`src/rtl/core/two_level_bucket_priority_queue_defines.svh`:
```
// assertion macros for the two-level bucket priority queue
// no dependencies; included by the files that carry assertions
`ifndef TWO_LEVEL_BUCKET_PRIORITY_QUEUE_DEFINES_SVH
`define TWO_LEVEL_BUCKET_PRIORITY_QUEUE_DEFINES_SVH
`ifndef NO_ASSERTIONS
// same-cycle implication
`define TLBQ_ASSERT_IMPL(lbl, clk, rstn, ante, cons) \
    lbl: assert property (@(posedge clk) disable iff (!rstn) (ante) |-> (cons)) \
        else $error("tlbq assertion failed");
// next-cycle implication
`define TLBQ_ASSERT_NEXT(lbl, clk, rstn, ante, cons) \
    lbl: assert property (@(posedge clk) disable iff (!rstn) (ante) |=> (cons)) \
        else $error("tlbq assertion failed");
`else
`define TLBQ_ASSERT_IMPL(lbl, clk, rstn, ante, cons)
`define TLBQ_ASSERT_NEXT(lbl, clk, rstn, ante, cons)
`endif
`endif

```
`src/rtl/core/tlbq_ram.sv`:
```
// generic single-write, single-read ram with registered read data
// no dependencies
module tlbq_ram #(
    parameter int WIDTH = 8,
    parameter int DEPTH = 16
) (
    input  logic                     i_clk,
    input  logic                     i_we,
    input  logic [$clog2(DEPTH)-1:0] i_waddr,
    input  logic [WIDTH-1:0]         i_wdata,
    input  logic [$clog2(DEPTH)-1:0] i_raddr,
    output logic [WIDTH-1:0]         o_rdata
);
    logic [WIDTH-1:0] r_mem [DEPTH];
    logic [WIDTH-1:0] r_rdata;

    always_ff @(posedge i_clk) begin
        if (i_we) begin
            r_mem[i_waddr] <= i_wdata;
        end
        r_rdata <= r_mem[i_raddr];
    end

    assign o_rdata = r_rdata;
endmodule

```
`config.mk`:
```
export PLATFORM = sky130hd
export DESIGN_NAME = tlbq_ram
export DESIGN_NICKNAME = d
export VERILOG_FILES = /design/src/rtl/core/two_level_bucket_priority_queue_defines.svh /design/src/rtl/core/tlbq_ram.sv
export SDC_FILE = /design/constraint.sdc
export NUM_CORES = 1
export LEC_CHECK = 0
export ABC_CLOCK_PERIOD_IN_PS = 1940
export BUFFER_PORTS_ARGS = -buffer_cell sky130_fd_sc_hd__clkbuf_2
export CAP_MARGIN = 20
export CELL_PAD_IN_SITES_DETAIL_PLACEMENT = 0
export CELL_PAD_IN_SITES_GLOBAL_PLACEMENT = 1
export CORE_ASPECT_RATIO = 0.7
export CORE_MARGIN = 10
export CORE_UTILIZATION = 36
export DETAILED_ROUTE_END_ITERATION = 16
export GPL_ROUTABILITY_DRIVEN = 0
export PLACE_DENSITY_LB_ADDON = 0.1
export SLEW_MARGIN = 20
export SYNTH_ARGS = -nofsm -noshare
export SYNTH_HDL_FRONTEND = slang
export SYNTH_SLANG_ARGS = --single-unit
```
`constraint.sdc`:
```
create_clock -name i_clk -period 1.94 [get_ports i_clk]
set_input_delay 0.097 -clock i_clk [delete_from_list [all_inputs] [get_ports i_clk]]
set_output_delay 0.097 -clock i_clk [all_outputs]
set_load 0.03 [all_outputs]
```
==> metrics.yaml <==
clock_skew_ns: 0.0102
seq_area_um2: 4000
hp-class: "in2reg"
dr_total_vias: 2472
cts_tree: "built"
synth_top_area_cell: "edfxtp_1"
grt_max_degree: 19
rsz0062_at_grt: "no"
max_freq_mhz: 734
startpoint_type: "register"
p_per_area_nw_per_um2: 1110
startpoint: "r_mem[2][7]$_DFFE_PP_"
synthDistinctLibCells: 19
ys_async_sr_fraction_pct: 0
die_w_um: 163
design_area_um2: 6220
synth_area_um2: 5150
ios: 26
netlist_top_cells_area: "edfxtp_1 (75%), mux4_2 (7.9%), mux4_1 (7.1%)"
instances_no_fill: 488
grt_usage_pct: 12.0
post_cts_buffers: 0
finalSetupTns_ns: 0
diodes: 0
dr.first_iter.drc_count: 148
p_leak_nw: 2.11
postRouteAntennaNets: 0
grt_overflow_total: 0
crit_path_cell_trace: "mux4_2 > a22oi_1 > nand2_1"
dp_hpwl_um: 7290
placed_area_um2: 5610
cp_top_family: "multiplexers"
die-area_um2: 19600
synth_common_cells: "edfxtp_1 (128), mux4_2 (18), a22oi_1 (16)"
reg2reg_depth: 3
first_pass_iters: 4
drt-vias-per-instance: 5.07
cts_resized: 0
antenna_found_initial: 0
wl_per_cell_um: 22.7
rrSetupSlack_ns: 0.58
clkLatencyLatePin_ns: 0.41
final_nets: 303
synthToLayoutAreaGrowth_pct: 20.9
required_ns: 2.24
drcViolationCount: 0
relSlewSlack_pct: 69.6
synth_ff_type: "edfxtp_1"
worstPathMaxFanout: 1
synth_top_cell_area_share_pct: 74.7
hold_buffers: 0
status: "completed"
synth-seq-area-share_pct: 77.8
synth_warnings: 0
fp.dieH_um: 120
finalWorstSetupSlack_ns: 0.577
crit_cells: 3
start_util_pct: 36.9
core-area_um2: 14000
finalCritPeriodShare_pct: 70.2
cts_num_sinks: 136
place_ws_ns: 0.416
r2r_end: "o_rdata[7]$_DFF_P_"
grt_pass1_wl_um: 16800
setup_viol: 0
crit_type: "reg2reg"
placed_cells: 456
syn_avg_cell_area_um2: 22.5
critPathBufInv: 0
ys_ff_latch: 136
hold_viol: 0
end_kind: "register"
rr_startpoint: "r_mem[2][7]$_DFFE_PP_"
path_clk_slew_ns: 0.06
min_period_ns: 1.36
h-tree-depth: 4
syn-num-nets: 247
synth_cells: 229
cp_slowest_cell: "mux4_2"
critPathMaxStageDelay_ns: 0.46
clockRootBuffer: "clkbuf_16"
cts_buffer_depth: 2
crit_end: "o_rdata[7]$_DFF_P_"
yosysMostFrequentCell: "edfxtp_1"
report.final.slew_viol_count: 0
numCtsBuffers: 17
grt_pass1_vias: 2606
synth_enable_flop_cells: 128
drt-total-wl_um: 11100
cp.arrival_ns: 1.66
placementRows: 36
tightest_slew_ns: 0.456
power.total_mw: 6.91
multiInputGateArea_um2: 1060
drive_gt1_share_pct: 32.6
portBuffers: 25
maxCapViolations: 0
irDropWorstVdd_mv: 0.593
fillerInstances: 1214
## routing by layer
metal	track usage (%)	wire (um)
met1	17.0	5490
met2	16.5	4870
met3	3.65	568
met4	5.22	135
met5	0	0
## final cells by class
class,count,area share [%]
well taps,190,3.82
multi-input cells,83,17.0
clock inverters,12,2.41
flip-flops and latches,136,64.4
clock buffers,20,7.34
repair buffers,47,5.07
## per-stage QoR
step                utilization (%)  hold WS [ns]
floorplan                         -         0.196
global placement               40.2         0.533
detailed placement             40.2         0.531
CTS                            44.6        0.0938
global route                   44.6         0.130
finish                         44.6        0.0895
## flip-flops by register name (all words and copies together), names as in the netlist
name	cells
r_mem	128
o_rdata	8
## cell usage in the layout (no fill, tap or decap), drive strengths merged, types with 2 or more instances in the layout
master / instances
buf: 22
clkinv: 6
nand3b: 2
nor3: 4
bufinv: 3
nand2b: 2
edfxtp: 128
nor2: 13
a22oi: 16
mux4: 32
clkinvlp: 3
nand2: 9
clkbuf: 45
dfxtp: 8
## worst min-delay path by stage
stage | to | depth (start not counted) | startpoint
2_1_floorplan | r_mem[0][0]$_DFFE_PP_ | 0 | i_wdata[0]
3_3_place_gp | r_mem[14][5]$_DFFE_PP_ | 1 | i_wdata[5]
3_5_place_dp | r_mem[14][5]$_DFFE_PP_ | 1 | i_wdata[5]
4_1_cts | r_mem[14][5]$_DFFE_PP_ | 1 | i_wdata[5]
5_1_grt | r_mem[14][5]$_DFFE_PP_ | 1 | i_wdata[5]
6_report | r_mem[14][5]$_DFFE_PP_ | 1 | i_wdata[5]
## kinds of logic (layout without fill, tap and decap cells)
logic type	count (synthesis)	in the layout	synth area share [%]
compound gates	16	16	2.33
buf+inv	10	79	1.68
flops	136	136	77.8
mux	32	32	15.0
simple gates	35	35	3.18
## report_power, final
group	switching (mW)	leakage (nW)	internal, mW	total [mW]
Clock	1.17	0.292	2.08	3.25
Sequential	0.0239	1.22	3.29	3.31
Combinational	0.212	0.599	0.136	0.348
No activity file was read; power rests on OpenSTA's default activity.
